$ cat src/design/dwt53_pkg.sv
`timescale 1ns / 1ps

package dwt53_pkg;

    // Field widths of the sample stream and the coefficient stream
    localparam int unsigned SAMPLE_BITS = 16;
    localparam int unsigned COEF_BITS   = SAMPLE_BITS + 2;
    localparam int unsigned POS_BITS    = 11;

    // Defaults for the top-level parameters
    localparam int unsigned LINE_MAX_DEF    = 4096;
    localparam int unsigned QUEUE_DEPTH_DEF = 4;

    // One input beat
    typedef struct packed {
        logic signed [SAMPLE_BITS-1:0] sample;
        logic                          last_of_line;
    } t_in;

    // One output beat
    typedef struct packed {
        logic signed [COEF_BITS-1:0] coefficient;
        logic                        band;
        logic [POS_BITS-1:0]         position;
        logic                        line_done;
    } t_out;

    // Work handed from the front to the back
    typedef enum logic [1:0] {
        JOB_PAIR,      // interior pair: s[p], d[p]
        JOB_PAIR_END,  // odd-length tail: s[p], d[p], s[p+1]
        JOB_ODD_END,   // even-length tail: s[p], d[p] from mirrored x
        JOB_SINGLE     // one-sample line: pass x through
    } t_job_kind;

    typedef struct packed {
        t_job_kind                     kind;
        logic signed [SAMPLE_BITS-1:0] held_even;
        logic signed [SAMPLE_BITS-1:0] held_odd;
        logic signed [SAMPLE_BITS-1:0] sample;
        logic [POS_BITS-1:0]           pos;
        logic                          first;   // d[-1] mirrors d[0]
    } t_job;

    // Beat sequencer of the back end
    typedef enum logic [1:0] {
        STEP_S,
        STEP_D,
        STEP_TAIL
    } t_step;

    // Band codes
    localparam logic BAND_LOW  = 1'b0;
    localparam logic BAND_HIGH = 1'b1;

endpackage

$ cat src/design/dwt53_front.sv
`timescale 1ns / 1ps

module dwt53_front #(
    parameter int unsigned LINE_MAX = dwt53_pkg::LINE_MAX_DEF
) (
    input  logic            i_clk,
    input  logic            i_rst_n,
    input  logic            i_valid,
    output logic            o_ready,
    input  dwt53_pkg::t_in  i_data,
    input  logic            i_full,
    output logic            o_push,
    output dwt53_pkg::t_job o_job
);

    localparam int unsigned PC_W  = $clog2(LINE_MAX / 2 + 1);
    localparam int unsigned IDX_W = PC_W + 1;

    logic [PC_W-1:0]                          r_pair;
    logic                                     r_odd;
    logic signed [dwt53_pkg::SAMPLE_BITS-1:0] r_even;
    logic signed [dwt53_pkg::SAMPLE_BITS-1:0] r_held_odd;

    logic [IDX_W-1:0] w_index;
    logic             w_last;
    logic             w_accept;
    logic             w_need;

    // Classify the sample and decide the job
    always_comb begin
        w_index  = {r_pair, r_odd};
        w_last   = i_data.last_of_line || (w_index >= IDX_W'(LINE_MAX - 1));
        o_ready  = !i_full;
        w_accept = i_valid && o_ready;

        o_job.held_even = r_even;
        o_job.held_odd  = r_held_odd;
        o_job.sample    = i_data.sample;
        o_job.pos       = dwt53_pkg::POS_BITS'(r_pair - PC_W'(1));
        o_job.first     = (r_pair == PC_W'(1));
        o_job.kind      = dwt53_pkg::JOB_PAIR;
        w_need          = 1'b0;

        if (r_odd) begin
            o_job.kind  = dwt53_pkg::JOB_ODD_END;
            o_job.pos   = dwt53_pkg::POS_BITS'(r_pair);
            o_job.first = (r_pair == '0);
            w_need      = w_last;
        end else if (r_pair == '0) begin
            o_job.kind = dwt53_pkg::JOB_SINGLE;
            o_job.pos  = '0;
            w_need     = w_last;
        end else begin
            o_job.kind = w_last ? dwt53_pkg::JOB_PAIR_END : dwt53_pkg::JOB_PAIR;
            w_need     = 1'b1;
        end

        o_push = w_accept && w_need;
    end

    // Advance the line position
    always_ff @(posedge i_clk) begin
        if (!i_rst_n) begin
            r_pair <= '0;
            r_odd  <= 1'b0;
        end else if (w_accept) begin
            if (w_last) begin
                r_pair <= '0;
                r_odd  <= 1'b0;
            end else if (r_odd) begin
                r_pair <= r_pair + PC_W'(1);
                r_odd  <= 1'b0;
            end else begin
                r_odd <= 1'b1;
            end
        end
    end

    // Hold the last even and odd samples
    always_ff @(posedge i_clk) begin
        if (w_accept && !w_last) begin
            if (r_odd) begin
                r_held_odd <= i_data.sample;
            end else begin
                r_even <= i_data.sample;
            end
        end
    end

endmodule

$ cat src/design/dwt53_queue.sv
`timescale 1ns / 1ps

module dwt53_queue #(
    parameter int unsigned DEPTH = dwt53_pkg::QUEUE_DEPTH_DEF
) (
    input  logic            i_clk,
    input  logic            i_rst_n,
    input  logic            i_push,
    input  dwt53_pkg::t_job i_job,
    output logic            o_full,
    input  logic            i_pop,
    output logic            o_valid,
    output dwt53_pkg::t_job o_job
);

    localparam int unsigned PTR_W = (DEPTH > 1) ? $clog2(DEPTH) : 1;
    localparam int unsigned CNT_W = $clog2(DEPTH + 1);

    dwt53_pkg::t_job  r_mem [DEPTH];
    logic [PTR_W-1:0] r_wr;
    logic [PTR_W-1:0] r_rd;
    logic [CNT_W-1:0] r_count;

    logic w_push;
    logic w_pop;

    always_comb begin
        o_full  = (r_count == CNT_W'(DEPTH));
        o_valid = (r_count != '0);
        o_job   = r_mem[r_rd];
        w_push  = i_push && !o_full;
        w_pop   = i_pop && o_valid;
    end

    // Store the pushed job
    always_ff @(posedge i_clk) begin
        if (w_push) begin
            r_mem[r_wr] <= i_job;
        end
    end

    // Advance pointers and occupancy
    always_ff @(posedge i_clk) begin
        if (!i_rst_n) begin
            r_wr    <= '0;
            r_rd    <= '0;
            r_count <= '0;
        end else begin
            if (w_push) begin
                r_wr <= (r_wr == PTR_W'(DEPTH - 1)) ? '0 : r_wr + PTR_W'(1);
            end
            if (w_pop) begin
                r_rd <= (r_rd == PTR_W'(DEPTH - 1)) ? '0 : r_rd + PTR_W'(1);
            end
            if (w_push && !w_pop) begin
                r_count <= r_count + CNT_W'(1);
            end else if (w_pop && !w_push) begin
                r_count <= r_count - CNT_W'(1);
            end
        end
    end

    a_no_overflow: assert property (@(posedge i_clk) disable iff (!i_rst_n)
        o_full |-> !i_push)
        else $error("job pushed into a full queue");

    a_count_tracks: assert property (@(posedge i_clk) disable iff (!i_rst_n)
        (w_push && !w_pop && r_count != CNT_W'(DEPTH)) |=> (r_count == $past(r_count) + CNT_W'(1)))
        else $error("queue occupancy lost a push");

endmodule

$ cat src/design/dwt53_back.sv
`timescale 1ns / 1ps

module dwt53_back (
    input  logic            i_clk,
    input  logic            i_rst_n,
    input  logic            i_job_valid,
    input  dwt53_pkg::t_job i_job,
    output logic            o_pop,
    output logic            o_valid,
    input  logic            i_ready,
    output dwt53_pkg::t_out o_data
);

    localparam int unsigned SW = dwt53_pkg::SAMPLE_BITS;
    localparam int unsigned CW = dwt53_pkg::COEF_BITS;
    localparam int unsigned AW = CW + 2;

    dwt53_pkg::t_step        r_step;
    dwt53_pkg::t_step        n_step;
    logic                    r_out_valid;
    dwt53_pkg::t_out         r_out;
    logic signed [CW-1:0]    r_prev;

    logic signed [SW:0]      w_sum_ex;
    logic signed [SW:0]      w_half;
    logic signed [CW-1:0]    w_d_pair;
    logic signed [CW-1:0]    w_d_odd;
    logic signed [CW-1:0]    w_d;
    logic signed [CW-1:0]    w_dl;
    logic signed [AW-1:0]    w_acc;
    logic signed [AW-1:0]    w_q;
    logic signed [AW-1:0]    w_acc_tail;
    logic signed [AW-1:0]    w_q_tail;
    logic signed [CW-1:0]    w_s_main;
    logic signed [CW-1:0]    w_s_tail;
    logic                    w_fire;
    logic                    w_job_end;
    dwt53_pkg::t_out         w_beat;

    // Lifting arithmetic on the head job
    always_comb begin
        w_sum_ex   = $signed({i_job.held_even[SW-1], i_job.held_even})
                   + $signed({i_job.sample[SW-1], i_job.sample});
        w_half     = w_sum_ex >>> 1;
        w_d_pair   = $signed({{2{i_job.held_odd[SW-1]}}, i_job.held_odd})
                   - $signed({w_half[SW], w_half});
        w_d_odd    = $signed({{2{i_job.sample[SW-1]}}, i_job.sample})
                   - $signed({{2{i_job.held_even[SW-1]}}, i_job.held_even});
        w_d        = (i_job.kind == dwt53_pkg::JOB_ODD_END) ? w_d_odd : w_d_pair;
        w_dl       = i_job.first ? w_d : r_prev;
        w_acc      = $signed({{2{w_dl[CW-1]}}, w_dl}) + $signed({{2{w_d[CW-1]}}, w_d})
                   + AW'(2);
        w_q        = w_acc >>> 2;
        w_s_main   = $signed({{2{i_job.held_even[SW-1]}}, i_job.held_even}) + w_q[CW-1:0];
        w_acc_tail = $signed({w_d[CW-1], w_d, 1'b0}) + AW'(2);
        w_q_tail   = w_acc_tail >>> 2;
        w_s_tail   = $signed({{2{i_job.sample[SW-1]}}, i_job.sample}) + w_q_tail[CW-1:0];
        w_fire     = i_job_valid && (!r_out_valid || i_ready);
    end

    // Next step of the beat sequencer
    always_comb begin
        n_step = r_step;
        if (w_fire) begin
            unique case (r_step)
                dwt53_pkg::STEP_S: begin
                    n_step = (i_job.kind == dwt53_pkg::JOB_SINGLE) ?
                             dwt53_pkg::STEP_S : dwt53_pkg::STEP_D;
                end
                dwt53_pkg::STEP_D: begin
                    n_step = (i_job.kind == dwt53_pkg::JOB_PAIR_END) ?
                             dwt53_pkg::STEP_TAIL : dwt53_pkg::STEP_S;
                end
                dwt53_pkg::STEP_TAIL: n_step = dwt53_pkg::STEP_S;
                default:              n_step = dwt53_pkg::STEP_S;
            endcase
        end
    end

    // Select the beat for the current step
    always_comb begin
        w_beat.coefficient = w_s_main;
        w_beat.band        = dwt53_pkg::BAND_LOW;
        w_beat.position    = i_job.pos;
        w_beat.line_done   = 1'b0;
        w_job_end          = 1'b0;
        unique case (r_step)
            dwt53_pkg::STEP_S: begin
                if (i_job.kind == dwt53_pkg::JOB_SINGLE) begin
                    w_beat.coefficient = $signed({{2{i_job.sample[SW-1]}}, i_job.sample});
                    w_beat.line_done   = 1'b1;
                    w_job_end          = 1'b1;
                end
            end
            dwt53_pkg::STEP_D: begin
                w_beat.coefficient = w_d;
                w_beat.band        = dwt53_pkg::BAND_HIGH;
                w_beat.line_done   = (i_job.kind == dwt53_pkg::JOB_ODD_END);
                w_job_end          = (i_job.kind != dwt53_pkg::JOB_PAIR_END);
            end
            dwt53_pkg::STEP_TAIL: begin
                w_beat.coefficient = w_s_tail;
                w_beat.position    = i_job.pos + dwt53_pkg::POS_BITS'(1);
                w_beat.line_done   = 1'b1;
                w_job_end          = 1'b1;
            end
            default: begin
                w_job_end = 1'b1;
            end
        endcase
        o_pop   = w_fire && w_job_end;
        o_valid = r_out_valid;
        o_data  = r_out;
    end

    // Advance the sequencer and the output register
    always_ff @(posedge i_clk) begin
        if (!i_rst_n) begin
            r_step      <= dwt53_pkg::STEP_S;
            r_out_valid <= 1'b0;
        end else begin
            r_step <= n_step;
            if (w_fire) begin
                r_out_valid <= 1'b1;
            end else if (i_ready) begin
                r_out_valid <= 1'b0;
            end
        end
    end

    // Load the output beat and remember d[n] for the next pair
    always_ff @(posedge i_clk) begin
        if (w_fire) begin
            r_out <= w_beat;
            if (r_step == dwt53_pkg::STEP_D) begin
                r_prev <= w_d;
            end
        end
    end

    a_tail_only_odd_end: assert property (@(posedge i_clk) disable iff (!i_rst_n)
        (r_step == dwt53_pkg::STEP_TAIL) |-> (i_job_valid && i_job.kind == dwt53_pkg::JOB_PAIR_END))
        else $error("tail step without an odd-length line end job");

    a_mid_job_holds: assert property (@(posedge i_clk) disable iff (!i_rst_n)
        (r_step != dwt53_pkg::STEP_S) |-> i_job_valid)
        else $error("job left the queue before all its beats went out");

endmodule

$ cat src/design/forward_dwt_53_lifting_line.sv
`timescale 1ns / 1ps

// Channel  Dir  Handshake           Payload
// input    in   i_valid / o_ready   i_data  (dwt53_pkg::t_in)
// output   out  o_valid / i_ready   o_data  (dwt53_pkg::t_out)
//
// One sample is taken per cycle while the job queue has room; an even sample that closes
// a pair, and the last sample of a line, queue a job for the back end.
// The back end drains one beat per cycle while the output is ready: two beats per pair, three
// at an odd-length line end, so on average one coefficient leaves per sample. A job passes
// through the queue and then the back end's output register before its first beat is valid.
// Synchronous active-low reset clears the line position, queue and output valid flag.
// A stalled output holds its beat; the queue (QUEUE_DEPTH jobs) lets input run on.

module forward_dwt_53_lifting_line #(
    parameter int unsigned LINE_MAX    = dwt53_pkg::LINE_MAX_DEF,
    parameter int unsigned QUEUE_DEPTH = dwt53_pkg::QUEUE_DEPTH_DEF
) (
    input  logic            i_clk,
    input  logic            i_rst_n,
    input  logic            i_valid,
    output logic            o_ready,
    input  dwt53_pkg::t_in  i_data,
    output logic            o_valid,
    input  logic            i_ready,
    output dwt53_pkg::t_out o_data
);

    logic            w_push;
    logic            w_full;
    dwt53_pkg::t_job w_push_job;
    logic            w_pop;
    logic            w_job_valid;
    dwt53_pkg::t_job w_head_job;

    dwt53_front #(
        .LINE_MAX(LINE_MAX)
    ) u_front (
        .i_clk   (i_clk),
        .i_rst_n (i_rst_n),
        .i_valid (i_valid),
        .o_ready (o_ready),
        .i_data  (i_data),
        .i_full  (w_full),
        .o_push  (w_push),
        .o_job   (w_push_job)
    );

    dwt53_queue #(
        .DEPTH(QUEUE_DEPTH)
    ) u_queue (
        .i_clk   (i_clk),
        .i_rst_n (i_rst_n),
        .i_push  (w_push),
        .i_job   (w_push_job),
        .o_full  (w_full),
        .i_pop   (w_pop),
        .o_valid (w_job_valid),
        .o_job   (w_head_job)
    );

    dwt53_back u_back (
        .i_clk       (i_clk),
        .i_rst_n     (i_rst_n),
        .i_job_valid (w_job_valid),
        .i_job       (w_head_job),
        .o_pop       (w_pop),
        .o_valid     (o_valid),
        .i_ready     (i_ready),
        .o_data      (o_data)
    );

endmodule
$ cat config.mk
export PLATFORM = sky130hd
export DESIGN_NAME = forward_dwt_53_lifting_line
export DESIGN_NICKNAME = d
export VERILOG_FILES = /design/src/design/dwt53_pkg.sv /design/src/design/dwt53_front.sv /design/src/design/dwt53_queue.sv /design/src/design/dwt53_back.sv /design/src/design/forward_dwt_53_lifting_line.sv
export SDC_FILE = /design/constraint.sdc
export NUM_CORES = 1
export LEC_CHECK = 0
export BUFFER_PORTS_ARGS = -buffer_cell sky130_fd_sc_hd__buf_2
export CORE_AREA = 2 2 191 193
export CTS_CLUSTER_DIAMETER = 60
export DETAILED_ROUTE_END_ITERATION = 8
export DIE_AREA = 0 0 193 195
export PLACE_DENSITY = 0.76
export SLEW_MARGIN = 25
export SYNTH_ARGS = -nofsm -noshare
export SYNTH_HDL_FRONTEND = slang
export SYNTH_HIERARCHICAL = 1
export SYNTH_SLANG_ARGS = --single-unit
$ cat constraint.sdc
create_clock -name i_clk -period 21.6 [get_ports i_clk]
set_input_delay 2.16 -clock i_clk [delete_from_list [all_inputs] [get_ports i_clk]]
set_output_delay 2.16 -clock i_clk [all_outputs]
set_load 0.02 [all_outputs]
==> metrics.txt, run 1 <==
1st-iter DRT viols=1130; drt drc=0; status=finished, final reports clean; Synth area leader=edfxtp_1; ys flop type=edfxtp_1; Slew @ Worst Pin=0.9650 ns; worst endpoint required time=21.88 ns; Hold Crit Depth=0; die area=37640 um2; commonest non-fill, non-tap cell in the layout=edfxtp_1; Worst-Skew Late Latency=0.54 ns; normalized max-slew margin=35.67%; core area=35400 um2; minimum clock period=10.07 ns; CTS Buf Count=38; commonest cells after routing, fill and taps aside=edfxtp_1 (328), ha_1 (125), nand2_1 (82); post-route clock period utilization=46.61%; Post-Route Setup TNS=0 ns; slowest CP cell=buf_4; hold violation count in the final report=0; antenna violations before repair=1; final slew viol count=0; Synth cell types=107; largest net degree at the start of global routing=63; CTS hold repair buffers=0; DP Worst Slack=11.57 ns; post-synthesis sequential area ratio=52.84%; Final ANT Viol Nets=0; H-tree Lvls=2; Yosys warnings=6; Die Height=195 um; vias per inst=6.092; CTS root buf=clkbuf_16; Post-synth EDFFs=328; Setup crit start kind=register; FFs w/ async S/R, synth=0%; Overflow after GRT=0; Final Setup Violations=0; crit path DAT=10.35 ns; Die Wd=193 um; min-delay worst type=reg -> reg; Clock Path Buffers=3; final WL=41790 um; Final Wtd Congestion=0.8687; Sequential Area=10350 um2; Mapped Area=19590 um2; unrepaired setup endpoints after global routing=false; crit path max fanout=41; DR WL/cell=20.89 um; Mapped Cells=1476; global-route wire length before repair=65800 um; Area Overhead vs Synth=8.745%; Fillers=2660; CP Class=reg -> reg; CTS tree=built; Critical Path End Type=register; Area contributors post-synth=edfxtp_1 (50%), ha_1 (8.0%), mux4_2 (7.6%), xnor2_1 (3.5%), dfxtp_1 (2.6%); Setup Skew=0.01299 ns; Peak Freq=99.33 MHz; total global-route track usage=22.69%; FF-to-FF path depth=35; fin worst setup slack=11.53 ns; multi-input combinational cell area=8442 um2; DP HPWL=28450 um; post-CTS sizing=0; std cell rows=69; layout cell share with drive strength beyond 1=16.78%; CP peak stage delay=0.70 ns; initial core utilization=55.34%; most frequent cell on the critical path=ha_1; syn nets=1629; nets=1664; clock slew at reported path FFs=0.06 ns; Pre-antenna DRT Iters=7; Max-Cap Viols=0; # IOs=54; vias in the first global route=11980; Avg Synthesized Cell Area=13.27 um2; top cell type's share of synthesized area=50.28%; Vias=12183; clock sink count=353; Setup Fix Bufs, Post-CTS=0; R2R Setup Slk=11.53 ns; Seq cells post-synth=353; number of buffers added on ports=53
## sequential cells by signal, indices dropped and copies added (netlist names), 2 cells and up, named ones only
name / cells
u_front/r_even: 16
u_back/o_data: 31
u_queue/r_count: 3
u_back/r_prev: 17
u_front/r_held_odd: 16
u_back/r_step: 2
u_queue/r_rd: 2
u_queue/r_mem: 248
u_front/r_pair: 12
u_queue/r_wr: 2
## path summary, 6_finish.rpt
path,from,to
worst max-delay path,register,u_back/o_data[29]
worst min-delay path,u_front/r_held_odd[12],u_queue/r_mem[1][40]
worst max register to register,register,u_back/o_data[29]
worst min register to register,u_front/r_held_odd[12],u_queue/r_mem[1][40]
## synth_stat cells, types with 11 or more instances
| cell | n |
|---|---|
| a211oi_1 | 15 |
| o21bai_1 | 12 |
| nand2b_1 | 13 |
| xnor2_1 | 79 |
| mux4_2 | 66 |
| and2_1 | 14 |
| a31oi_1 | 14 |
| nor3_1 | 32 |
| mux2_2 | 13 |
| nor2b_1 | 18 |
| inv_1 | 72 |
| buf_2 | 13 |
| a21oi_1 | 73 |
| edfxtp_1 | 328 |
| ha_1 | 125 |
| o21ai_0 | 43 |
| nor2_1 | 75 |
| dfxtp_1 | 25 |
| and3_1 | 12 |
| nand3_1 | 26 |
| buf_4 | 18 |
| a21o_1 | 28 |
| nand2_1 | 82 |
| o31ai_1 | 11 |
| nor4_1 | 14 |
| xor2_1 | 28 |
| clkbuf_1 | 20 |
## cell families after synthesis
family	count (synthesis)	share of synthesized area [%]
mux	97	9.569
compound gates	289	10.25
simple gates	352	9.562
fa+ha+maj	133	8.751
flops	353	52.84
xor+xnor	108	4.867
buf+inv	144	4.158
## layer usage
layer | wire, um | track usage [%]
met4 | 1107 | 6.538
met5 | 13 | 0
met2 | 19090 | 35.64
met1 | 19310 | 32.78
met3 | 2260 | 3.666
## per-stage QoR
stage	std cells	util, %	cell area (um2)	hold WS [ns]
after CTS	1999	60.17	21300	0.4900
after floorplan	1476	-	19590	0.4587
final	2000	60.18	21300	0.4901
after global routing	1999	60.17	21300	0.5004
after global placement	1931	56.51	20000	0.4675
after detailed placement	1932	56.54	20010	0.4844
## critical path, delay by kind of cell (launching register included)
kind / cells / cell delay (ns)
AO/OA/AOI/OAI: 15 / 3.70
XOR/XNOR: 3 / 0.54
adder cells (fa/ha/maj): 6 / 1.98
buffers and inverters: 3 / 0.99
flip-flops: 1 / 0.63
multiplexers: 3 / 1.19
AND/OR/NAND/NOR: 5 / 0.67
## final cells by class
type | count | share of cell area [%]
Tap cell | 461 | 2.708
Inverter | 73 | 1.292
Antenna cell | 1 | 0.01175
Timing Repair Buffer | 66 | 1.721
Multi-Input combinational cell | 979 | 39.63
Sequential cell | 353 | 48.61
Clock inverter | 19 | 1.234
Clock buffer | 48 | 4.787
Power of run 1 is left out: the tool's default activity adds up to more than one toggle a clock period on the data nets, which glitch-free logic cannot reach.
==> inputs of run 2 (changes only) <==
==> constraint.sdc (replaced) <==
create_clock -name i_clk -period 10.01 [get_ports i_clk]
set_input_delay 1.001 -clock i_clk [delete_from_list [all_inputs] [get_ports i_clk]]
set_output_delay 1.001 -clock i_clk [all_outputs]
set_load 0.02 [all_outputs]
==> metrics.txt, run 2 (synthesized netlist as in run 1, its figures left out) <==
status=finished, final reports clean; clock slew at reported path FFs=0.06 ns (about the same); Fillers=2734 (+2.8%); CP Class=reg -> reg; normalized max-slew margin=33.00% (-2.7 points); vias per inst=6.129 (+0.61%); global-route wire length before repair=67210 um (+2.1%); R2R Setup Slk=0.83 ns (-10.70 ns); Slew @ Worst Pin=1.002 ns (+0.03681 ns); met3 wire length=2476 um (+9.6%); die area=37640 um2 (unchanged); Max Used Layer=met5; minimum clock period=9.179 ns (-0.8885 ns); Setup Fix Bufs, Post-CTS=0 (unchanged); std cell rows=69 (unchanged); Fin Hold WS=0.5024 ns (+0.01233 ns); H-tree Lvls=2 (unchanged); # IOs=54 (unchanged); clock sink count=353 (unchanged); commonest non-fill, non-tap cell in the layout=edfxtp_1; drt drc=0 (unchanged); Top reg by flops=u_queue/r_mem; number of buffers added on ports=53 (unchanged); DR WL/cell=21.36 um (+2.3%); max FFs per register=248 (unchanged); Post-Route Setup TNS=0 ns (unchanged); core area=35400 um2 (unchanged); Core Util, Final=59.94% (-0.24 points); min-delay worst type=reg -> reg; largest net degree at the start of global routing=63 (unchanged); Pre-antenna DRT Iters=5 (-2); Worst-Skew Late Latency=0.54 ns (about the same); Sequential Area=10350 um2 (unchanged); Peak Freq=108.9 MHz (+9.7%); Vias=12257 (+0.61%); vias in the first global route=12172 (+1.6%); multi-input combinational cell area=8442 um2 (unchanged); DP Worst Slack=0.8436 ns (-10.73 ns); post-route clock period utilization=91.70% (+45 points); worst min-delay path startpoint=u_front/r_even[3]; crit path max fanout=23 (-44%); Clock Path Buffers=3 (unchanged); Setup Skew=0.01920 ns (+0.006213 ns); final slew viol count=0 (unchanged); nets=1665 (+0.060%); hold violation count in the final report=0 (unchanged); Final Setup Violations=0 (unchanged); met2 WL=20010 um (+4.8%); Final ANT Viol Nets=0 (unchanged); commonest cells after routing, fill and taps aside=edfxtp_1 (328), ha_1 (125), nand2_1 (82); 1st-iter DRT viols=1109 (-1.9%); slowest CP cell=dfxtp_4; CTS Buf Count=37 (-2.6%); Final Wtd Congestion=0.9048 (+4.2%); fin worst setup slack=0.8306 ns (-10.70 ns); crit path DAT=9.52 ns (-0.83 ns); antenna violations before repair=3 (+2); Die Wd=193 um (unchanged); DP HPWL=29270 um (+2.9%); CTS root buf=clkbuf_16; layout cell share with drive strength beyond 1=16.71% (-0.065 points); unrepaired setup endpoints after global routing=false; worst endpoint required time=10.35 ns (-11.53 ns); CTS tree=built; CP peak stage delay=0.64 ns (-0.06 ns); Setup crit start kind=register; total global-route track usage=23.21% (+0.52 points); final WL=42730 um (+2.3%); Die Height=195 um (unchanged); Critical Path End Type=register; routed metal-1 wirelength=19060 um (-1.3%); Area Overhead vs Synth=8.317%; Max-Cap Viols=0 (unchanged); Overflow after GRT=0 (unchanged); initial core utilization=55.34% (unchanged)
## run 2: area by class of cell
class                           instances  share of cell area (%)
Clock buffer                           40                   4.417
Inverter                               73                   1.297
Tap cell                              461                   2.719
Antenna cell                            1                 0.01179
Sequential cell                       353                   48.81
Clock inverter                         25                   1.179
Timing Repair Buffer                   68                   1.781
Multi-Input combinational cell        979                   39.79
## run 2: final timing paths
| check | endpoint | cells after the start |
|---|---|---|
| worst max register to register | u_back/o_data[30] | 35 |
| worst min register to register | u_queue/r_mem[1][47] | 0 |
| worst max-delay path | u_back/o_data[30] | 35 |
| worst min-delay path | u_queue/r_mem[1][47] | 0 |
## run 2: stage by stage
stage | cell area, um2 | cells
3_5_place_dp | 20020 | 1934
5_1_grt | 21210 | 1999
2_1_floorplan | 19590 | 1476
4_1_cts | 21210 | 1999
3_3_place_gp | 20020 | 1934
6_report | 21220 | 2000
## run 2: what timing repair did
item,in CTS,in global routing
hold buffers,0,0
setup endpoints to repair,0,1
gates resized for setup,0,2
## run 2: worst max-delay path, delay by kind of cell (launching register included)
family | cells | cell delay [ns]
fa+ha+maj | 6 | 1.79
compound gates | 18 | 4.06
buf+inv | 2 | 0.27
simple gates | 2 | 0.37
xor+xnor | 5 | 0.74
flops | 1 | 0.64
mux | 2 | 1.11
## run 2: metal layers
layer / track usage [%] / vias to the layer above
met4: 6.594 / 4
met1: 32.67 / 6099
met3: 4.152 / 81
met5: 0 / -
met2: 37.18 / 347
li1: - / 5726
Power of run 2 is left out for the same reason.
